## config.mk

```make
export PLATFORM = sky130hd
export DESIGN_NAME = mesi_lsm_ctrl
export DESIGN_NICKNAME = d
export VERILOG_FILES = /design/src/rtl/core/mesi_lsm_pkg.sv /design/src/rtl/core/mesi_lsm_ctrl.sv
export SDC_FILE = /design/constraint.sdc
export NUM_CORES = 1
export LEC_CHECK = 0
export BUFFER_PORTS_ARGS = -buffer_cell sky130_fd_sc_hd__buf_2
export CELL_PAD_IN_SITES_DETAIL_PLACEMENT = 1
export CELL_PAD_IN_SITES_GLOBAL_PLACEMENT = 1
export CORE_AREA = 2 2 39 41
export CTS_CLUSTER_DIAMETER = 100
export DETAILED_ROUTE_END_ITERATION = 8
export DIE_AREA = 0 0 41 43
export HOLD_SLACK_MARGIN = 0.03
export PLACE_DENSITY_LB_ADDON = 0.12
export SETUP_SLACK_MARGIN = 0.1
export SKIP_CTS_REPAIR_TIMING = 1
export SLEW_MARGIN = 20
export SYNTH_ARGS = -nofsm -noshare
export SYNTH_HDL_FRONTEND = slang
export SYNTH_SLANG_ARGS = --single-unit
```

## constraint.sdc

```tcl
create_clock -name clk_i -period 2.8 [get_ports clk_i]
set_input_delay 0.14 -clock clk_i [delete_from_list [all_inputs] [get_ports clk_i]]
set_output_delay 0.14 -clock clk_i [all_outputs]
set_load 0.01 [all_outputs]
```

## src/rtl/core/mesi_lsm_pkg.sv

```systemverilog
package mesi_lsm_pkg;

  localparam int unsigned NumSetsDef = 16384;
  localparam int unsigned NumWaysDef = 8;

  // fixed field widths
  localparam int unsigned CmdW    = 3;
  localparam int unsigned SetIdxW = 14;
  localparam int unsigned WaySelW = 3;
  localparam int unsigned SnoopW  = 2;
  localparam int unsigned BusOpW  = 3;
  localparam int unsigned LineW   = 2;

  typedef enum logic [LineW-1:0] {
    LINE_I = 2'd0,
    LINE_S = 2'd1,
    LINE_E = 2'd2,
    LINE_M = 2'd3
  } line_state_e;

  typedef enum logic [CmdW-1:0] {
    EV_PR    = 3'd0,
    EV_PW    = 3'd1,
    EV_PIR   = 3'd2,
    EV_SR    = 3'd3,
    EV_SW    = 3'd4,
    EV_SRWIM = 3'd5,
    EV_SINV  = 3'd6,
    EV_UNUSED = 3'd7
  } event_e;

  typedef enum logic [BusOpW-1:0] {
    BUS_NONE  = 3'd0,
    BUS_READ  = 3'd1,
    BUS_WRITE = 3'd2,
    BUS_INV   = 3'd3,
    BUS_RWIM  = 3'd4
  } bus_op_e;

  typedef enum logic [1:0] {
    RSP_NONE  = 2'd0,
    RSP_NOHIT = 2'd1,
    RSP_HIT   = 2'd2,
    RSP_HITM  = 2'd3
  } snoop_rsp_e;

  typedef enum logic [1:0] {
    CTRL_CLEAR  = 2'd0,
    CTRL_IDLE   = 2'd1,
    CTRL_LOOKUP = 2'd2
  } ctrl_state_e;

  // controller to datapath
  typedef struct packed {
    logic clear;    // write a zero row at the sweep counter and advance it
    logic capture;  // latch the input fields and read their row
    logic update;   // write the row back and load the result register
  } dp_cmd_t;

  // datapath to controller
  typedef struct packed {
    logic last_row;
  } dp_status_t;

endpackage

```

## src/rtl/core/mesi_lsm_ctrl.sv

```systemverilog
module mesi_lsm_ctrl
  import mesi_lsm_pkg::*;
(
  input  logic       clk_i,
  input  logic       rst_ni,
  input  logic       in_valid_i,
  output logic       in_ready_o,
  output logic       out_valid_o,
  input  logic       out_ready_i,
  output dp_cmd_t    cmd_o,
  input  dp_status_t status_i
);

  ctrl_state_e state_q, state_d;
  logic        out_valid_q, out_valid_d;
  logic        out_free;

  always_ff @(posedge clk_i or negedge rst_ni) begin
    if (!rst_ni) begin
      state_q     <= CTRL_CLEAR;
      out_valid_q <= 1'b0;
    end else begin
      state_q     <= state_d;
      out_valid_q <= out_valid_d;
    end
  end

  assign out_free = !out_valid_q || out_ready_i;

  always_comb begin
    state_d       = state_q;
    cmd_o         = '0;
    in_ready_o    = 1'b0;
    case (state_q)
      CTRL_CLEAR: begin
        cmd_o.clear = 1'b1;
        if (status_i.last_row) state_d = CTRL_IDLE;
      end
      CTRL_IDLE: begin
        in_ready_o = 1'b1;
        if (in_valid_i) begin
          cmd_o.capture = 1'b1;
          state_d       = CTRL_LOOKUP;
        end
      end
      CTRL_LOOKUP: begin
        // hold the read row until the result register can take the transfer
        if (out_free) begin
          cmd_o.update = 1'b1;
          state_d      = CTRL_IDLE;
        end
      end
      default: state_d = CTRL_CLEAR;
    endcase
  end

  always_comb begin
    out_valid_d = out_valid_q;
    if (cmd_o.update) out_valid_d = 1'b1;
    else if (out_ready_i) out_valid_d = 1'b0;
  end

  assign out_valid_o = out_valid_q;

  a_update_when_free: assert property (@(posedge clk_i) disable iff (!rst_ni)
    cmd_o.update |-> (!out_valid_q || out_ready_i))
    else $error("result register overwritten while a transfer is pending");

  a_update_shows_result: assert property (@(posedge clk_i) disable iff (!rst_ni)
    cmd_o.update |=> out_valid_o)
    else $error("update did not present a result");

  a_capture_then_lookup: assert property (@(posedge clk_i) disable iff (!rst_ni)
    cmd_o.capture |=> (state_q == CTRL_LOOKUP && !in_ready_o))
    else $error("capture not followed by lookup");

  a_no_accept_in_clear: assert property (@(posedge clk_i) disable iff (!rst_ni)
    cmd_o.clear |-> !(cmd_o.capture || cmd_o.update))
    else $error("item handled during clearing sweep");

endmodule

```

After elaboration in Yosys (flattened, before gate mapping)

Index checks and enable logic that the tools add are counted.

Register bits after elaboration: 3
Latch bits: 0
Bits in writable memories: 0
Memory bits (read-only): 0
Input bits: 5
Output and inout bits: 5
Logic and storage cells: 24
Memories kept: 0

Add/subtract/negate cells: 0
Multipliers: 0
Div/mod/pow operators: 0
Magnitude comparators: 0
Equal/unequal tests: 5
Shift-type cells: 0
Mux-type cells: 12
Bitwise logic cells: 0
Reductions and logical operators: 5

Operators with widths:

| cell                 | number |
|---|---|
| $mux W1              | 8 |
| $mux W2              | 3 |
| $ne A2 B2 Y1 const B | 3 |
| $pmux W2 S3          | 1 |
| $reduce_and A3 Y1    | 1 |
| $eq A2 B1 Y1 const B | 1 |
| $eq A2 B2 Y1 const B | 1 |
| $logic_not A2 Y1     | 1 |
| $reduce_bool A2 Y1   | 1 |
| $logic_not A1 Y1     | 1 |
| $logic_or A1 B1 Y1   | 1 |

Longest topological paths before layout

Gate-level depths: netlist (run 1).

Depth in word-level cells: 5
Gate-level depth with buffers: 3
Mapped depth without buffers: 2

Least setup slack after synthesis (run 1)

OpenSTA, ideal clock, no wires.

Path type: reg2reg
Start: reg state_q[1]
End: reg state_q[1]
Setup time: 0.118 ns
Arrival: 0.787 ns
Required time: 2.682 ns
Path slack: 1.895 ns
Cell stages (with the launch flop): 3
Buffers on the path: 0
Clock period less this slack: 0.905 ns
Cell sequence: dfrtp_1 > and3b_2 > a21o_1

Cells in the longest elaborated chain, start to end: 3
Elaborated cells between the ends (all ways): 8
Those cells by class: eq/ne (5); mux (1); reduce/logical (2)

RTL lines:

| what                                       | RTL line            | text |
|---|---|---|
| start, declared                            | mesi_lsm_ctrl.sv:14 | `ctrl_state_e state_q, state_d;` |
| start signal, assigned                     | mesi_lsm_ctrl.sv:23 | `state_q <= state_d;` |
| $eq A2 B2 Y1, or another cell as far along | mesi_lsm_ctrl.sv:34 | `case (state_q)` |
| $ne A2 B2 Y1 (no source line)              | n/a                 |  |
| $reduce_and A3 Y1 (no source line)         | n/a                 |  |

Several ways; a longest one is shown, not always the timed one.
A chain may end at the register's enable or synchronous reset.

==> metrics.md, run 1 <==
| Metric | Value |
|---|---|
| Outcome | `finished, final reports clean` |
| DIE WIDTH | `approximately 41 µm` |
| Yosys top cell by area | `dfrtp_1` |
| Crit-path cells | `nand2b_1 -> a21oi_1 -> buf_2` |
| TritonRoute pass-1 iters | `1` |
| Worst slew pin tran | `approximately 0.23 ns` |
| Hold WS | `0.117 ns` |
| Routed vias/inst | `roughly 3.4` |
| Startpoint Class | `flip-flop` |
| Top post-synthesis cells by area | `dfrtp_1 (47%), inv_1 (7.0%), and3b_2 (6.3%), and3b_1 (5.5%), o32ai_1 (5.5%)` |
| Slew margin rel. | `0.845` |
| GR Util All Layers | `0.0574` |
| MaxCap Viol Count | `0` |
| Yosys cell types | `12` |
| Ant. Diodes | `0` |
| Layout Cells excl Fill | `46` |
| Synth top area share | `0.469` |
| Final GP Congestion | `between 0.5 and 0.6` |
| Vias in the first global route | `~160` |
| # H-tree levels | `1` |
| Worst path slowest cell | `dfrtp_1` |
| Core area | `1380 µm²` |
| Bufs on Longest Clock Path | `2` |
| CTS tree | `built` |
| Worst min-delay path category | `in -> reg` |
| Total routed wirelength | `just over 400 µm` |
| YS warnings | `0` |
| Area growth syn-to-layout | `58.6%` |
| CP peak stage delay | `about 0.4 ns` |
| Crit path time final | `around 1.2 ns` |
| Drt wl/cell | `8.78 µm` |
| Fin. max-slew vios | `0` |
| Final period util | `0.423` |
| Port buffer count | `9` |
| Starting Density | `0.116` |
| VDD IR max | `~0.22 mV` |
| Syn_nets | `22` |
| Worst Path Arrival | `roughly 1.0 ns` |
| Skew final | `~0.000085 ns` |
| Critical path class | `reg -> out` |
| Overflow after GRT | `0` |
| Final setup TNS | `0 ns` |
| Final #Nets | `36` |
| Leakage | `between 0.0001 and 0.00015 µW` |
| Seq. cell area | `75.1 µm²` |
| Die area | `around 1800 µm²` |
| Fillcell total | `173` |
| DRC violations left | `0` |
| PwrDens | `1020 nW/µm²` |
| Worst Setup End Kind | `output pin` |
| Synthesized area | `160 µm²` |
| Initial antenna violation count | `0` |
| Num Clock Sinks | `3` |
| Sequential fraction of the synthesis area | `0.469` |
| Skew-Pair Late Insertion Delay | `~0.23 ns` |
| Initial DRC count | `0` |
| Achievable Freq | `roughly 840 MHz` |
| Setup-failing EPs final | `0` |
| I/O Pins | `10` |
| First-pass GRT wire length | `about 610 µm` |
| Num rows | `14` |
| Multi-input gate area | `between 60 and 70 µm²` |
| Final Util | `0.184` |
| Post-DRT Antenna Nets | `0` |
| Share of post-route cells with drive strength above 1 | `0.433` |
| Via count | `155` |
| Synth Area per Inst | `between 9 and 10 µm²` |
| Post-Synthesis Cells | `17` |
| Final hold violation count | `0` |
| TritonCTS Buffers | `3` |
| Worst EP required | `between 2 and 3 ns` |
| Worst-path clk slew | `about 0.030 ns` |
| Root Driver | `clkbuf_4` |
| Die height | `43 µm` |
| Hpwl dp | `~350 µm` |
| FF+latch count, synth | `3` |
| Inst Count DP | `41` |
| Largest net degree at the start of global routing | `8` |
| CP max FO | `5` |
| Unrepaired setup endpoints after global routing | `no` |
| Total power | `approximately 260 µW` |
-- power breakdown --
group,leakage (µW),internal [µW],switching (µW)
sequential,0.0000383,62.8,22.5
combinational,0.0000922,49.3,51.8
clock,0.0000150,53.3,20.4
-- placed cells by master, fill, tap and decap left out --
master / synthesis / routed
clkbuf_1: 0 / 1
buf_2: 0 / 9
o32ai_1: 1 / 1
a21o_1: 1 / 1
a21oi_1: 1 / 1
o21ai_0: 1 / 1
clkbuf_4: 0 / 3
o21bai_1: 1 / 1
dfrtp_1: 3 / 3
nor2_1: 2 / 2
dlygate4sd3_1: 0 / 1
inv_1: 3 / 3
and3b_2: 1 / 1
nand2b_1: 1 / 1
and3b_1: 1 / 1
-- cells in the mapped netlist --
cell / n
a21oi_1: 1
nand2b_1: 1
o21bai_1: 1
buf_4: 1
o32ai_1: 1
o21ai_0: 1
nor2_1: 2
and3b_1: 1
a21o_1: 1
and3b_2: 1
inv_1: 3
dfrtp_1: 3
-- cell families (layout without fill, tap and decap cells) --
group,count (synthesis),count (layout),synth area share
compound gates,5,5,0.211
simple gates,5,5,0.203
buf+inv,4,17,0.117
flops,3,3,0.469
-- stage by stage --
step,cell area [µm²],setup WS [ns]
final,254,1.62
after global routing,254,1.53
after CTS,244,1.58
after detailed placement,218,1.82
after global placement,218,1.85
after floorplan,160,1.90
-- area by class of cell --
type	count	share of cell area
repair buffers	10	0.217
inverters	3	0.0443
well taps	16	0.0788
clock buffers	4	0.103
multi-input cells	10	0.261
flip-flops and latches	3	0.296
-- registers in the layout (all words and copies together), names as in the netlist --
| signal | count |
|---|---|
| out_valid_o | 1 |
| state_q | 2 |
-- layer usage --
metal	part of all wire	vias up	track usage
met2	0.47	6	0.0719
met5	0	-	0
li1	-	82	-
met4	0	0	0.0600
met3	0.097	0	0.0314
met1	0.43	67	0.0617
-- critical path, delay by kind of cell, from the launching register on --
kind | cells | cell delay [ns]
buf+inv | 1 | 0.14
compound gates | 1 | 0.11
flops | 1 | 0.40
simple gates | 1 | 0.17
-- worst paths after layout --
check / start / endpoint / slack, ns / cells past startpoint
min in group asynchronous: rst_ni / state_q[1]$_DFFE_PN0P_ / 0.24 / 2
worst min-delay path: in_valid_i / state_q[0]$_DFFE_PN0P_ / 0.12 / 2
max in group asynchronous: rst_ni / state_q[0]$_DFFE_PN0P_ / 2.46 / 2
worst min register to register: out_valid_o$_DFFE_PN0P_ / out_valid_o$_DFFE_PN0P_ / 0.58 / 2
worst max-delay path: state_q[0]$_DFFE_PN0P_ / cmd_o[0] / 1.62 / 3
worst max register to register: state_q[1]$_DFFE_PN0P_ / state_q[1]$_DFFE_PN0P_ / 1.83 / 2
(Power assumes the default switching activity.)
==> inputs of run 2 (changes only) <==
Clock period 2.8 ns to 1.13 ns, I/O delays scaled along.
==> run 2 against run 1 <==
First-iteration DRC count increased by 1. Core utilization is 1.4 points higher. Flip-flop and latch count is the same. Final area rose by 7.9%. Die area is the same. Hold slack worse by 0.075 ns. Clock power rose to 2.5 times the previous value. Highest routed layer unchanged. Global-route usage decreased by 0.72 points.
==> metrics.md, run 2 (synthesis results as in run 1) <==
| Metric | Value |
|---|---|
| TritonCTS Buffers | `3` |
| Startpoint Class | `flip-flop` |
| GR Util All Layers | `0.0503` |
| Hold WS | `0.0417 ns` |
| Layout Cells excl Fill | `between 40 and 50` |
| Worst Hold Endpoint | `state_q[0]$_DFFE_PN0P_` |
| Bufs on Longest Clock Path | `2` |
| Unrepaired setup endpoints after global routing | `yes` |
| Overflow after GRT | `0` |
| Post-DRT Antenna Nets | `0` |
| Top sig layer | `met3` |
| MaxCap Viol Count | `0` |
| Inst Count DP | `41` |
| Commonest non-fill, non-tap cell in the layout | `buf_2` |
| Final hold violation count | `0` |
| Ant. Diodes | `0` |
| Root Driver | `clkbuf_4` |
| Met3 WL | `around 40 µm` |
| Setup-failing EPs final | `0` |
| Total routed wirelength | `398 µm` |
| Area growth syn-to-layout | `71.1%` |
| CP max FO | `7` |
| Commonest non-fill, non-tap cells in the layout | `buf_2 (9), inv_1 (3), clkbuf_4 (3), nor2_1 (2), dfrtp_1 (2)` |
| Worst Path Arrival | `1.04 ns` |
| # H-tree levels | `1` |
| Metal2 WL | `201 µm` |
| Routed vias/inst | `between 3 and 4` |
| Via count | `about 170` |
| Reg2Reg Depth | `3` |
| Initial DRC count | `1` |
| Crit path time final | `approximately 1.1 ns` |
| VDD IR max | `roughly 0.50 mV` |
| Reg-to-reg endpoint | `state_q[1]$_DFFE_PN0P_` |
| Outcome | `finished, final reports clean` |
| Die height | `roughly 43 µm` |
| Leakage | `0.000154 µW` |
| Largest net degree at the start of global routing | `8` |
| Num rows | `14` |
| Initial antenna violation count | `0` |
| Vias in the first global route | `approximately 160` |
| Final GP Congestion | `around 0.54` |
| Worst slew pin tran | `around 0.25 ns` |
| Core area | `about 1400 µm²` |
| Dpl ws | `0.176 ns` |
| Drt wl/cell | `about 8.5 µm` |
| Worst min-delay path category | `in -> reg` |
| CTS tree | `built` |
| Setup ws final | `between 0.03 and 0.04 ns` |
| I/O Pins | `10` |
| Final period util | `0.973` |
| Final #Nets | `37` |
| Largest Register | `state_q` |
| CP peak stage delay | `approximately 0.44 ns` |
| Worst EP required | `about 1.1 ns` |
| Hold path start | `in_valid_i` |
| TritonRoute pass-1 iters | `2` |
| Skew-Pair Late Insertion Delay | `between 0.2 and 0.25 ns` |
| Port buffer count | `9` |
| Slew margin rel. | `0.830` |
| Worst Setup End Kind | `output pin` |
| Crit-path cells | `and3b_1 -> buf_2` |
| Worst-path clk slew | `0.04 ns` |
| Critical path class | `reg -> out` |
| Achievable Freq | `just over 900 MHz` |
| Skew final | `0.00302 ns` |
| Share of post-route cells with drive strength above 1 | `0.548` |
| Hold-critical path depth | `2` |
| PwrDens | `2530 nW/µm²` |
| Reg-to-Reg Start | `state_q[1]$_DFFE_PN0P_` |
| Largest register FFs | `2` |
| Starting Density | `0.116` |
| Reg2Reg Setup Slack | `~0.12 ns` |
| DRC violations left | `0` |
| M1 WL | `156 µm` |
| Design area | `274 µm²` |
| Fin. max-slew vios | `0` |
| First-pass GRT wire length | `roughly 550 µm` |
| Worst path slowest cell | `dfrtp_2` |
| Die area | `approximately 1800 µm²` |
| DIE WIDTH | `41 µm` |
| Placed standard-cell area | `218 µm²` |
| Num Clock Sinks | `3` |
[run 2: worst max-delay path by stage]
stage / startpoint / to / slack, ns / cells past startpoint
4_1_cts: state_q[0]$_DFFE_PN0P_ / cmd_o[0] / 0.004 / 3
3_3_place_gp: state_q[1]$_DFFE_PN0P_ / state_q[1]$_DFFE_PN0P_ / 0.15 / 2
2_1_floorplan: state_q[1]$_DFFE_PN0P_ / state_q[1]$_DFFE_PN0P_ / 0.23 / 2
3_5_place_dp: state_q[1]$_DFFE_PN0P_ / state_q[1]$_DFFE_PN0P_ / 0.18 / 2
6_report: state_q[1]$_DFFE_PN0P_ / cmd_o[1] / 0.03 / 2
5_1_grt: state_q[1]$_DFFE_PN0P_ / cmd_o[1] / -0.02 / 2
[run 2: routing by layer]
| metal | global-route usage | up-vias |
|---|---|---|
| li1 | - | 83 |
| met1 | 0.0452 | 78 |
| met2 | 0.0656 | 6 |
| met3 | 0.0314 | 0 |
| met4 | 0.0600 | 0 |
| met5 | 0 | - |
[run 2: report_power, final]
part | internal (µW) | switching [µW] | total, µW
clock | 132 | 53.5 | 186
combinational | 152 | 133 | 285
sequential | 158 | 64.0 | 222
[run 2: layout make-up]
class	count	area [µm²]
clock buffer	4	26.3
fill	176	1110
inverter	3	11.3
multi-input combinational	10	77.6
sequential	3	76.3
tap	16	20.0
timing repair buffer	11	62.6
[run 2: stage by stage]
stage / utilization / power (µW) / TNS (ns)
6_report: 0.198 / 693 / 0
5_1_grt: 0.198 / 761 / -0.0205
4_1_cts: 0.176 / 666 / 0
3_5_place_dp: 0.157 / 467 / 0
3_3_place_gp: 0.157 / 468 / 0
2_1_floorplan: - / 363 / 0
[run 2: worst max-delay path: cells and delay by family (launching register included)]
kind	cells	cell delay (ns)
DFF	1	0.44
and+or+nand+nor	1	0.24
buffers and inverters	1	0.13
